==> config.mk <==
export PLATFORM = sky130hd
export DESIGN_NAME = pl0_token_scanner
export DESIGN_NICKNAME = d
export VERILOG_FILES = /design/src/hdl/pl0ts_pkg.sv /design/src/hdl/pl0_token_scanner.sv /design/src/hdl/pl0ts_rq.sv
export SDC_FILE = /design/constraint.sdc
export NUM_CORES = 2
export LEC_CHECK = 0
export BUFFER_PORTS_ARGS = -buffer_cell sky130_fd_sc_hd__buf_2
export CAP_MARGIN = 15
export CORE_MARGIN = 4
export CORE_UTILIZATION = 65
export DETAILED_ROUTE_END_ITERATION = 10
export PLACE_DENSITY_LB_ADDON = 0.2
export RECOVER_POWER = 25
export SLEW_MARGIN = 20
export SYNTH_ARGS = -nofsm -noshare
export SYNTH_HDL_FRONTEND = slang
export SYNTH_SLANG_ARGS = --single-unit
==> constraint.sdc <==
create_clock -name clk -period 20 [get_ports clk]
set_input_delay 4 -clock clk [delete_from_list [all_inputs] [get_ports clk]]
set_output_delay 4 -clock clk [all_outputs]
set_load 0.02 [all_outputs]
==> src/hdl/pl0ts_pkg.sv <==
// Shared types and constants for the PL/0 token scanner.
package pl0ts_pkg;

  // One emitted token.
  typedef struct packed {
    logic [4:0]  kind;
    logic [2:0]  error_code;
    logic [31:0] line_no;
    logic [31:0] start_pos;
    logic [15:0] tok_len;
    logic [62:0] num_value;
    logic        last;
  } res_t;

  // Token kinds
  localparam logic [4:0] K_EOF     = 5'd0;
  localparam logic [4:0] K_IDENT   = 5'd1;
  localparam logic [4:0] K_NUMBER  = 5'd2;
  localparam logic [4:0] K_STRING  = 5'd3;
  localparam logic [4:0] K_KW_BASE = 5'd4;
  localparam logic [4:0] K_ASSIGN  = 5'd15;
  localparam logic [4:0] K_PERIOD  = 5'd16;
  localparam logic [4:0] K_EQ      = 5'd17;
  localparam logic [4:0] K_COMMA   = 5'd18;
  localparam logic [4:0] K_SEMI    = 5'd19;
  localparam logic [4:0] K_HASH    = 5'd20;
  localparam logic [4:0] K_LT      = 5'd21;
  localparam logic [4:0] K_GT      = 5'd22;
  localparam logic [4:0] K_PLUS    = 5'd23;
  localparam logic [4:0] K_MINUS   = 5'd24;
  localparam logic [4:0] K_STAR    = 5'd25;
  localparam logic [4:0] K_SLASH   = 5'd26;
  localparam logic [4:0] K_LPAREN  = 5'd27;
  localparam logic [4:0] K_RPAREN  = 5'd28;
  localparam logic [4:0] K_ERROR   = 5'd29;

  // Error codes
  localparam logic [2:0] E_NONE     = 3'd0;
  localparam logic [2:0] E_COMMENT  = 3'd1;
  localparam logic [2:0] E_STRING   = 3'd2;
  localparam logic [2:0] E_COLON    = 3'd3;
  localparam logic [2:0] E_UNKNOWN  = 3'd4;
  localparam logic [2:0] E_OVERFLOW = 3'd5;
  localparam logic [2:0] E_DQUOTE   = 3'd6;

  // Keywords, left-justified in 9 bytes: char j sits at [71-8*j -: 8].
  localparam int KW_NUM      = 11;
  localparam int KW_TEXT_MAX = 9;
  localparam logic [71:0] KW_STR [KW_NUM] = '{
    {"const", 32'd0}, {"var", 48'd0}, {"procedure"}, {"call", 40'd0},
    {"begin", 32'd0}, {"end", 48'd0}, {"if", 56'd0}, {"then", 40'd0},
    {"while", 32'd0}, {"do", 56'd0}, {"odd", 48'd0}
  };
  localparam logic [15:0] KW_LEN [KW_NUM] = '{
    16'd5, 16'd3, 16'd9, 16'd4, 16'd5, 16'd3, 16'd2, 16'd4, 16'd5, 16'd2, 16'd3
  };

  localparam logic [62:0] NUM_MAX = '1;

  // Result queue depth; two slots must be free to take a byte.
  localparam int RQ_DEPTH = 4;

endpackage

==> src/hdl/pl0_token_scanner.sv <==
// PL/0 token scanner top level: byte input stage, scan state, result queue.
// A byte is taken into the input stage, scanned once two queue slots are free, and
//   its results are written into the queue, whose head shows on the output.
// Bytes are taken at one per cycle while the queue has room; a byte that yields two
//   tokens gives two queue entries, and input stalls while fewer than two queue slots are free.
// Reset (rst, synchronous): idle mode, line 1, offset 0, queue empty.
module pl0_token_scanner import pl0ts_pkg::*; #(
  parameter int KW_MAX    = 9,
  parameter int LINE_BITS = 32
) (
  input  logic        clk,
  input  logic        rst,
  input  logic [7:0]  ch,
  input  logic        ch_valid,
  output logic        ch_stall,
  output logic [4:0]  kind,
  output logic [2:0]  error_code,
  output logic [31:0] line_no,
  output logic [31:0] start_pos,
  output logic [15:0] tok_len,
  output logic [62:0] num_value,
  output logic        last,
  output logic        tok_valid,
  input  logic        tok_stall
);

  localparam int KW_IDX_W = $clog2(KW_MAX);

  // Scan modes
  localparam logic [2:0] M_IDLE    = 3'd0;
  localparam logic [2:0] M_IDENT   = 3'd1;
  localparam logic [2:0] M_NUMBER  = 3'd2;
  localparam logic [2:0] M_STRING  = 3'd3;
  localparam logic [2:0] M_COMMENT = 3'd4;
  localparam logic [2:0] M_COLON   = 3'd5;
  localparam logic [2:0] M_HALT    = 3'd6;

  // Input stage
  logic       in_v;
  logic [7:0] in_ch;
  logic       room;
  logic       proc;
  logic       accept;

  // Scan state
  logic [2:0]           mode, mode_next;
  logic [7:0]           kw_buf [KW_MAX];
  logic [7:0]           kw_buf_next [KW_MAX];
  logic [15:0]          ident_length, len_next;
  logic [62:0]          number_acc, acc_next;
  logic [LINE_BITS-1:0] line_count, line_next;
  logic [31:0]          byte_pos, pos_next;
  logic [31:0]          token_start, start_next;

  // Combinational helpers
  logic        c_alpha, c_digit, c_word, c_ws;
  logic        punct_hit;
  logic [4:0]  punct_kind;
  logic [4:0]  kw_kind;
  logic        kw_hit;
  logic [15:0] len_inc;
  logic [66:0] prod;
  logic        ovf;
  logic [31:0] line_sat;

  // Results of one step: p_ = token closed by this byte, i_ = token this byte starts/is
  logic       p_emit, i_emit, do_idle;
  res_t       p_res, i_res;
  logic [1:0] push_n;
  res_t       push0;
  res_t       head;

  // ---------------------------------------------------------------- input stage
  // The held byte is scanned as soon as two queue slots are free; a new byte is
  // taken in the same cycle, so while the queue has room bytes stream through at one per clock.
  assign proc     = in_v && room;
  assign ch_stall = in_v && !room;
  assign accept   = ch_valid && !ch_stall;

  always_ff @(posedge clk) begin
    if (rst) begin
      in_v <= 1'b0;
    end else if (accept) begin
      in_v <= 1'b1;
    end else if (proc) begin
      in_v <= 1'b0;
    end
  end

  always_ff @(posedge clk) begin
    if (accept) in_ch <= ch;
  end

  // ---------------------------------------------------------------- classifiers
  assign c_alpha = (in_ch >= "a" && in_ch <= "z") || (in_ch >= "A" && in_ch <= "Z");
  assign c_digit = (in_ch >= "0" && in_ch <= "9");
  assign c_word  = c_alpha || c_digit || (in_ch == "_");
  // CR is plain whitespace; only LF counts a line
  assign c_ws    = (in_ch == " ") || (in_ch == 8'h09) || (in_ch == 8'h0D);

  always_comb begin
    punct_hit  = 1'b1;
    punct_kind = K_PERIOD;
    unique case (in_ch)
      ".":     punct_kind = K_PERIOD;
      "=":     punct_kind = K_EQ;
      ",":     punct_kind = K_COMMA;
      ";":     punct_kind = K_SEMI;
      "#":     punct_kind = K_HASH;
      "<":     punct_kind = K_LT;
      ">":     punct_kind = K_GT;
      "+":     punct_kind = K_PLUS;
      "-":     punct_kind = K_MINUS;
      "*":     punct_kind = K_STAR;
      "/":     punct_kind = K_SLASH;
      "(":     punct_kind = K_LPAREN;
      ")":     punct_kind = K_RPAREN;
      default: punct_hit  = 1'b0;
    endcase
  end

  // Keyword lookup: exact length plus the first bytes held in kw_buf.
  always_comb begin
    kw_kind = K_IDENT;
    kw_hit  = 1'b0;
    for (int i = 0; i < KW_NUM; i++) begin
      kw_hit = (ident_length == KW_LEN[i]);
      for (int j = 0; j < KW_TEXT_MAX; j++) begin
        if (16'(j) < KW_LEN[i] && kw_buf[j] != KW_STR[i][71-8*j -: 8]) kw_hit = 1'b0;
      end
      if (kw_hit) kw_kind = K_KW_BASE + 5'(i);
    end
  end

  // acc*10 + digit in 67 bits; anything above 2^63-1 is overflow
  assign prod = {1'b0, number_acc, 3'b000} + {3'b000, number_acc, 1'b0} +
                {63'd0, in_ch[3:0]};
  assign ovf  = (prod[66:63] != 4'd0);

  assign len_inc = (ident_length != 16'hFFFF) ? ident_length + 16'd1 : ident_length;

  generate
    if (LINE_BITS > 32) begin : g_line_wide
      assign line_sat = (|line_count[LINE_BITS-1:32]) ? 32'hFFFF_FFFF : line_count[31:0];
    end else begin : g_line_narrow
      assign line_sat = 32'(line_count);
    end
  endgenerate

  // ---------------------------------------------------------------- scan step
  always_comb begin
    mode_next   = mode;
    kw_buf_next = kw_buf;
    len_next    = ident_length;
    acc_next    = number_acc;
    line_next   = line_count;
    start_next  = token_start;
    pos_next    = (byte_pos != 32'hFFFF_FFFF) ? byte_pos + 32'd1 : byte_pos;
    do_idle     = 1'b0;

    p_emit           = 1'b0;
    p_res            = '0;
    p_res.line_no    = line_sat;
    p_res.start_pos  = token_start;
    p_res.tok_len    = len_inc;
    p_res.kind       = K_ERROR;

    i_emit           = 1'b0;
    i_res            = '0;
    i_res.line_no    = line_sat;
    i_res.start_pos  = byte_pos;
    i_res.last       = 1'b1;

    unique case (mode)
      M_IDENT: begin
        if (c_word) begin
          if (ident_length < 16'(KW_MAX)) kw_buf_next[ident_length[KW_IDX_W-1:0]] = in_ch;
          len_next = len_inc;
        end else begin
          p_emit        = 1'b1;
          p_res.kind    = kw_kind;
          p_res.tok_len = ident_length;
          mode_next     = M_IDLE;
          do_idle       = 1'b1;
        end
      end
      M_NUMBER: begin
        if (c_digit) begin
          if (ovf) begin
            p_emit           = 1'b1;
            p_res.error_code = E_OVERFLOW;
            len_next         = len_inc;
            mode_next        = M_HALT;
          end else begin
            acc_next = prod[62:0];
            len_next = len_inc;
          end
        end else if (in_ch == "_") begin
          len_next = len_inc;
        end else begin
          p_emit          = 1'b1;
          p_res.kind      = K_NUMBER;
          p_res.tok_len   = ident_length;
          p_res.num_value = number_acc;
          acc_next        = '0;
          mode_next       = M_IDLE;
          do_idle         = 1'b1;
        end
      end
      M_STRING: begin
        if (in_ch == 8'h00) begin
          p_emit           = 1'b1;
          p_res.error_code = E_STRING;
          len_next         = len_inc;
          mode_next        = M_HALT;
        end else if (in_ch == "'") begin
          p_emit     = 1'b1;
          p_res.kind = K_STRING;
          len_next   = len_inc;
          mode_next  = M_IDLE;
        end else begin
          if (in_ch == 8'h0A && line_count != '1) line_next = line_count + LINE_BITS'(1);
          len_next = len_inc;
        end
      end
      M_COMMENT: begin
        if (in_ch == 8'h00) begin
          p_emit           = 1'b1;
          p_res.error_code = E_COMMENT;
          len_next         = len_inc;
          mode_next        = M_HALT;
        end else if (in_ch == "}") begin
          mode_next = M_IDLE;
        end else begin
          if (in_ch == 8'h0A && line_count != '1) line_next = line_count + LINE_BITS'(1);
          len_next = len_inc;
        end
      end
      M_COLON: begin
        if (in_ch == "=") begin
          p_emit        = 1'b1;
          p_res.kind    = K_ASSIGN;
          p_res.tok_len = 16'd2;
          mode_next     = M_IDLE;
        end else begin
          p_emit           = 1'b1;
          p_res.error_code = E_COLON;
          len_next         = len_inc;
          mode_next        = M_HALT;
        end
      end
      M_HALT: begin
        pos_next = byte_pos;
      end
      default: begin
        mode_next = M_IDLE;
        do_idle   = 1'b1;
      end
    endcase

    // Byte seen from idle: either it was idle, or it just closed an ident/number.
    if (do_idle) begin
      priority if (c_ws) begin
      end else if (in_ch == 8'h0A) begin
        if (line_count != '1) line_next = line_count + LINE_BITS'(1);
      end else if (c_alpha || in_ch == "_") begin
        mode_next      = M_IDENT;
        start_next     = byte_pos;
        len_next       = 16'd1;
        kw_buf_next[0] = in_ch;
      end else if (c_digit) begin
        mode_next  = M_NUMBER;
        start_next = byte_pos;
        len_next   = 16'd1;
        acc_next   = {59'd0, in_ch[3:0]};
      end else if (in_ch == "'") begin
        mode_next  = M_STRING;
        start_next = byte_pos;
        len_next   = 16'd1;
      end else if (in_ch == "{") begin
        mode_next  = M_COMMENT;
        start_next = byte_pos;
        len_next   = 16'd1;
      end else if (in_ch == ":") begin
        mode_next  = M_COLON;
        start_next = byte_pos;
        len_next   = 16'd1;
      end else if (in_ch == 8'h00) begin
        i_emit     = 1'b1;
        i_res.kind = K_EOF;
        mode_next  = M_HALT;
      end else if (punct_hit) begin
        i_emit        = 1'b1;
        i_res.kind    = punct_kind;
        i_res.tok_len = 16'd1;
      end else begin
        // unknown byte, stray '}' or a double quote
        i_emit           = 1'b1;
        i_res.kind       = K_ERROR;
        i_res.error_code = (in_ch == 8'h22) ? E_DQUOTE : E_UNKNOWN;
        i_res.tok_len    = 16'd1;
        start_next       = byte_pos;
        len_next         = 16'd1;
        mode_next        = M_HALT;
      end
    end

    p_res.last = !i_emit;
  end

  always_ff @(posedge clk) begin
    if (rst) begin
      mode         <= M_IDLE;
      ident_length <= '0;
      number_acc   <= '0;
      line_count   <= LINE_BITS'(1);
      byte_pos     <= '0;
      token_start  <= '0;
      for (int k = 0; k < KW_MAX; k++) kw_buf[k] <= 8'h00;
    end else if (proc) begin
      mode         <= mode_next;
      ident_length <= len_next;
      number_acc   <= acc_next;
      line_count   <= line_next;
      byte_pos     <= pos_next;
      token_start  <= start_next;
      kw_buf       <= kw_buf_next;
    end
  end

  // ---------------------------------------------------------------- result queue
  assign push_n = proc ? (2'(p_emit) + 2'(i_emit)) : 2'd0;
  assign push0  = p_emit ? p_res : i_res;

  pl0ts_rq u_rq (
    .clk       (clk),
    .rst       (rst),
    .push_n    (push_n),
    .push0     (push0),
    .push1     (i_res),
    .room      (room),
    .tok_valid (tok_valid),
    .tok_stall (tok_stall),
    .head      (head)
  );

  assign kind       = head.kind;
  assign error_code = head.error_code;
  assign line_no    = head.line_no;
  assign start_pos  = head.start_pos;
  assign tok_len    = head.tok_len;
  assign num_value  = head.num_value;
  assign last       = head.last;

  // ---------------------------------------------------------------- assertions
  a_halt_quiet: assert property (@(posedge clk) disable iff (rst)
    mode == M_HALT |-> push_n == 2'd0)
    else $error("scanner emitted a token while halted");

  a_stop_after_end: assert property (@(posedge clk) disable iff (rst)
    proc && ((p_emit && p_res.kind == K_ERROR) ||
             (i_emit && (i_res.kind == K_EOF || i_res.kind == K_ERROR)))
    |=> mode == M_HALT)
    else $error("scanner did not halt after eof or error");

  a_err_clean: assert property (@(posedge clk) disable iff (rst)
    tok_valid && kind != K_ERROR |-> error_code == E_NONE)
    else $error("error code on a non-error token");

  a_num_clean: assert property (@(posedge clk) disable iff (rst)
    tok_valid && kind != K_NUMBER |-> num_value == 63'd0)
    else $error("value on a non-number token");

  a_line_nonzero: assert property (@(posedge clk) disable iff (rst)
    line_count != '0)
    else $error("line counter wrapped to zero");

endmodule

==> src/hdl/pl0ts_rq.sv <==
// Small result queue: up to two pushes per cycle, one pop.
module pl0ts_rq import pl0ts_pkg::*; (
  input  logic       clk,
  input  logic       rst,
  input  logic [1:0] push_n,
  input  res_t       push0,
  input  res_t       push1,
  output logic       room,
  output logic       tok_valid,
  input  logic       tok_stall,
  output res_t       head
);

  localparam int AW = $clog2(RQ_DEPTH);
  localparam int CW = $clog2(RQ_DEPTH + 1);

  res_t          ent [RQ_DEPTH];
  logic [AW-1:0] wp;
  logic [AW-1:0] rp;
  logic [CW-1:0] cnt;
  logic          pop;

  assign tok_valid = (cnt != '0);
  assign pop       = tok_valid && !tok_stall;
  assign room      = (cnt <= CW'(RQ_DEPTH - 2));
  assign head      = ent[rp];

  always_ff @(posedge clk) begin
    if (push_n != 2'd0) ent[wp] <= push0;
    if (push_n == 2'd2) ent[wp + AW'(1)] <= push1;
  end

  always_ff @(posedge clk) begin
    if (rst) begin
      wp  <= '0;
      rp  <= '0;
      cnt <= '0;
    end else begin
      wp  <= wp + AW'(push_n);
      rp  <= rp + AW'(pop);
      cnt <= cnt + CW'(push_n) - CW'(pop);
    end
  end

endmodule

---- Yosys cells after proc, flatten, opt, wreduce, memory -nomap -nowiden ----
Memories as Yosys holds them, arrays and structs flattened. A register that Yosys moved wholly into a read port is not among the register bits.
Cells that the tools add are included.
cells by class
  reductions and logical operators ........ 29
  $add $sub $neg .......................... 11
  equal/unequal tests ..................... 78
  bitwise gates (word level) .............. 4
  magnitude comparators ................... 10
  mux-type cells .......................... 199
operators by type and width
  cell                                                                      number
  63-bit two-way mux                                                        10
  32-bit two-way mux                                                        16
  8-bit by 7-bit inequality test with 1-bit output (second input constant)  38
  16-bit two-way mux                                                        18
  72-bit two-way mux                                                        3
  79-bit two-way mux                                                        2
  152-bit two-way mux                                                       1
  8-bit by 6-bit == test with 1-bit output (second input constant)          17
  8-bit two-way mux                                                         13
  16-bit case mux with 5 select lines                                       1
  1-bit two-way mux                                                         78
  3-bit two-way mux                                                         26
  5-bit two-way mux                                                         15
  72-bit bitwise mux                                                        1
  66-bit by 64-bit adder with 67-bit output                                 1
  67-bit by 4-bit adder with 67-bit output                                  1
  32-bit by 1-bit adder with 32-bit output (second input constant)          2
  32-bit inequality test (second input constant)                            2
  32-bit case mux with 2 select lines                                       1
  16-bit case mux with 3 select lines                                       1
  4-bit case mux with 12 select lines                                       1
  8-bit demux with 4-bit select                                             1
  16-bit by 2-bit == test with 1-bit output (second input constant)         2
  16-bit by 3-bit == test with 1-bit output (second input constant)         2
  45 further kinds                                                          78
word-level totals
  memories ................................ 1
  bits in registers ....................... 266
  bits in writable memories ............... 608
memories
  name      depth  width  rd ports  clocked after Yosys merged registers in  wr ports  line            source
  u_rq.ent  4      152    1         1                                        2         pl0ts_rq.sv:17  res_t ent [RQ_DEPTH];

---- Depth between registers and ports, before layout ----
  depth in word-level cells ............... 22
  depth in mapped cells ................... 25
  gate-level depth less buffers ........... 20

---- Modules after synthesis ----
Synthesis repeated with hierarchy kept, for this count alone.
unflattened totals
  cells, all modules ...................... 3963
  area, all modules ....................... 48073.6 µm²
by module, submodules not included
  module             area an instance (µm²)  instances  cells an instance
  pl0ts_rq           29502.0                 1          1519
  pl0_token_scanner  18571.6                 1          2444

---- Worst setup path after synthesis ----
Ideal clock, no wire load.
  path kind ............................... reg2reg
  start point ............................. reg in_ch[3]
  end point ............................... mem u_rq.ent[2][100] (netlist name) (enable)
  cell stages (with the launch flop) ...... 24
  library setup time ...................... 462 ps
  buffers on the path ..................... 5
  setup slack ............................. 12441 ps
  arrival ................................. 7097 ps
  cell sequence ........................... edfxtp_1 buf_2 inv_1 fa_1 inv_1 fa_1 a21oi_1 o21ai_0 o2111ai_2 nand2_1 a2111oi_1 o21ai_1 a41oi_2 a31o_1 buf_4 buf_2 nand2_1 ha_1 clkbuf_2 o21ai_1 nor2_1 nor2_1 inv_1 clkbuf_1
RTL lines
  element                 line                     source
  start, declared         pl0_token_scanner.sv:40  logic [7:0] in_ch;
  start signal, assigned  pl0_token_scanner.sv:91  if (accept) in_ch <= ch;
  end, declared           pl0ts_rq.sv:17

==> summary.txt <==
CTS
  – TritonCTS clock tree: yes
  – Worst-path clk slew: 0.06 ns
  – Number of sinks driven by the clock tree: 874
  – Post-CTS Setup Inserts: 0
  – H-tree levels: 3
  – Root cell of the clock tree: sky130_fd_sc_hd__clkbuf_16
  – CTS hold repair buffers: 0
  – Number of cells upsized or downsized after cts: 0
  – Inserted Clock Buffers: 88
  – Clock latency on the worst-skew pair: 0.64 ns
  – Maximum clock insertion buffer count: 3

STA
  – Worst setup skew after layout: 0.01644 ns
  – Unrepaired setup endpoints after global routing: false
  – Worst-Margin Slew: 5.737 ns
  – Highest attainable clock frequency: 83.47 MHz
  – Max-Slew Margin vs Limit: -2.824
  – Number of hold-slack violations in the final timing report: 0
  – Min Clock Period, post-route: 11.98 ns
  – Final total negative setup slack: 0 ns
  – Final-report setup violation count: 0
  – Total count of max-transition violations in the final report: 331
  – Min setup slack post-route: 8.019 ns
  – Worst hold slack: 0.4472 ns
  – Final worst-path cycle share: 0.5990

Cells and area
  – Diode count: 0
  – Non-Filler Cell Area, Final: 45,790 µm²
  – Nets: 4,245
  – Share of final-layout standard cells stronger than drive strength 1: 0.1175
  – Layout-stage area growth over the synthesis result: 9.236%

Synthesis
  – Post-synthesis register bit count: 874
  – Synth top area share: 0.2761
  – Most frequent cell after synthesis: sky130_fd_sc_hd__nand2_1
  – Syn avg cell area: 10.23 µm²
  – Synthesis warning total: 0
  – Post-synth top area cell: sky130_fd_sc_hd__dfxtp_1
  – Cells after Synth: 4,096
  – Leading post-synthesis cells by instance count: 609 x sky130_fd_sc_hd__nand2_1, 578 x sky130_fd_sc_hd__dfxtp_1, 364 x sky130_fd_sc_hd__o21ai_0
  – Mapped Nets: 4,250
  – Synth Flop Type: sky130_fd_sc_hd__dfxtp_1
  – Count of different cell masters after synthesis: 97
  – Number of synthesized flops with an enable pin: 296
  – Share of synthesized flip-flops with an asynchronous set or reset: 0
  – Netlist Area Pre-Place: 41,920 µm²
  – Top area cells in the synthesized netlist: sky130_fd_sc_hd__dfxtp_1 28%, sky130_fd_sc_hd__edfxtp_1 21%, sky130_fd_sc_hd__mux4_2 8.2%
  – Sequential area share after synthesis: 0.4881

Floorplan
  – Die width: 261.9 µm
  – Number of rows created at floorplan: 92
  – DIE AREA: 68,610 µm²
  – Height of the die: 261.9 µm
  – I/O pin cnt: 166
  – Initial core utilization: 0.6609
  – Standard cell core area: 63,430 µm²

Worst setup path
  – Kind of cell adding the most delay to the critical path: buffers and inverters
  – Largest fanout of any net on the critical path: 114
  – Maximum cell stage delay along the critical path: 3.94 ns
  – Count of buffering cells on the critical path with inverters included: 3
  – Required time at the worst-slack endpoint: 20.52 ns
  – Data arrival time of the worst path: 12.50 ns
  – Category of the worst setup path capture point: flip-flop
  – CP cell instances: clkbuf_1 > inv_1 > a31o_2 > clkbuf_1 > a221o_1
  – Top cell by count, worst path: sky130_fd_sc_hd__clkbuf_1
  – Critical path type: in2reg
  – Critical path launch point type: input port
  – Cell at the slowest stage of the critical path: sky130_fd_sc_hd__clkbuf_1

Power
  – PnR Total Power: 0.004336 W
  – Leakage power figure: 16.13 nW
  – Power density relative to cell area: 94.70 nW/µm²
  – Worst vdd rail ir drop: 0.0001066 V

Drt
  – Final wirelength: 112,200 µm
  – First-pass iteration count of the detailed router: 8
  – Mean number of vias per cell: 6.582
  – Violation count after the first detailed-route iteration: 3,740
  – Remaining antenna violation count after routing: 0
  – Overall via count from detail_route: 32,960
  – Average wire per standard cell: 22.40 µm
  – Post-route DRC: 0

Placed design
  – Setup slack after placement: 11.92 ns
  – Instance area at placement: 42,980 µm²
  – Final GP Congestion: 0.9638
  – Number of buffers inserted by port buffering: 165
  – Post-DP HPWL: 70,120 µm

Global routing
  – Global Route Usage Sum: 0.3216
  – Total congestion overflow after global routing: 0
  – Via count of the first global-routing pass: 31,650
  – Global-route wire length before repair: 176,200 µm
  – Antenna violations before repair: 4
  – Maximum number of pins on one net before global-route repair: 115

Worst hold path
  – Hold Crit Class: reg2reg

Status
  – Violations in the final reports: capacitance limit, slew limit
  – Status: finished, violations left

Job
  – Max-cap violation count: 5
## registers in the layout (all words and copies together) (netlist names), named ones only
signal	cells
u_rq.ent	608
number_acc	63
byte_pos	32
line_count	32
token_start	32
ident_length	16
in_ch	8
kw_buf	8
mode	3
u_rq.cnt	3
u_rq.rp	2
u_rq.wp	2
in_v	1
## placed cells by master (no fill, tap or decap), types with 74 or more instances in the layout
| master | netlist | layout |
|---|---|---|
| sky130_fd_sc_hd__mux4_2 | 152 | 152 |
| sky130_fd_sc_hd__a21oi_1 | 225 | 225 |
| sky130_fd_sc_hd__and2_1 | 75 | 74 |
| sky130_fd_sc_hd__dfxtp_1 | 578 | 577 |
| sky130_fd_sc_hd__a22o_1 | 245 | 245 |
| sky130_fd_sc_hd__buf_2 | 43 | 108 |
| sky130_fd_sc_hd__nand3_1 | 105 | 105 |
| sky130_fd_sc_hd__clkbuf_1 | 215 | 80 |
| sky130_fd_sc_hd__clkbuf_16 | 0 | 91 |
| sky130_fd_sc_hd__edfxtp_1 | 296 | 296 |
| sky130_fd_sc_hd__ha_1 | 139 | 139 |
| sky130_fd_sc_hd__o21ai_0 | 364 | 364 |
| sky130_fd_sc_hd__nor2_1 | 213 | 208 |
| sky130_fd_sc_hd__nor2b_1 | 86 | 86 |
| sky130_fd_sc_hd__nand2_1 | 609 | 609 |
## final timing paths
path	start	to	slack [ns]	cells after the start
min	flip-flop	flip-flop	0.45	2
min reg2reg	flip-flop	flip-flop	0.45	2
max reg2reg	in_ch[3]	u_rq.ent[0][122]	11.62	19
max	rst	number_acc[1]	8.02	5
## cell families (layout without fill, tap and decap cells)
kind of cell / Yosys count / in the layout / synth area share
compound gates: 1071 / 1071 / 0.1671
xor+xnor: 119 / 119 / 0.02486
fa+ha+maj: 142 / 142 / 0.04292
buf+inv: 350 / 416 / 0.03448
flops: 874 / 874 / 0.4881
mux: 172 / 172 / 0.08647
simple gates: 1368 / 1368 / 0.1560
## report_power, final
group          leakage [nW]  switching, W  internal, W
logic                  7.48      0.000482     0.000248
clock network          1.44      0.000690     0.000967
registers              7.21     0.0000606      0.00189
total                  16.1       0.00123      0.00310
## worst min-delay path, cell delays in order (launching register included)
cell and delay [ns]:
sky130_fd_sc_hd__dfxtp_1 0.30, sky130_fd_sc_hd__nand2_1 0.05, sky130_fd_sc_hd__a21oi_1 0.05
## through the flow
stage | util | cells
2_1_floorplan | - | 4096
3_3_place_gp | 0.6776 | 4847
6_report | 0.7219 | 5008
4_1_cts | 0.7235 | 5008
5_1_grt | 0.7219 | 5008
3_5_place_dp | 0.6776 | 4847
## layer usage
| layer | routed length, µm | vias up | part of all wire | global-route usage |
|---|---|---|---|---|
| li1 | - | 15110 | - | - |
| met1 | 47500 | 15990 | 0.42 | 0.4647 |
| met2 | 51100 | 1618 | 0.46 | 0.4999 |
| met3 | 10600 | 241 | 0.094 | 0.06004 |
| met4 | 2957 | 2 | 0.026 | 0.09913 |
| met5 | 13 | - | 0.00012 | 0 |
## final cells by class
type / count / area [µm²]
Sequential cell: 874 / 20460
Multi-Input combinational cell: 2872 / 20080
Fill cell: 4557 / 17640
Clock buffer: 126 / 2552
Timing Repair Buffer: 212 / 1101
Tap cell: 846 / 1059
Clock inverter: 35 / 361.6
Inverter: 43 / 168.9
(Power assumes the default switching activity.)
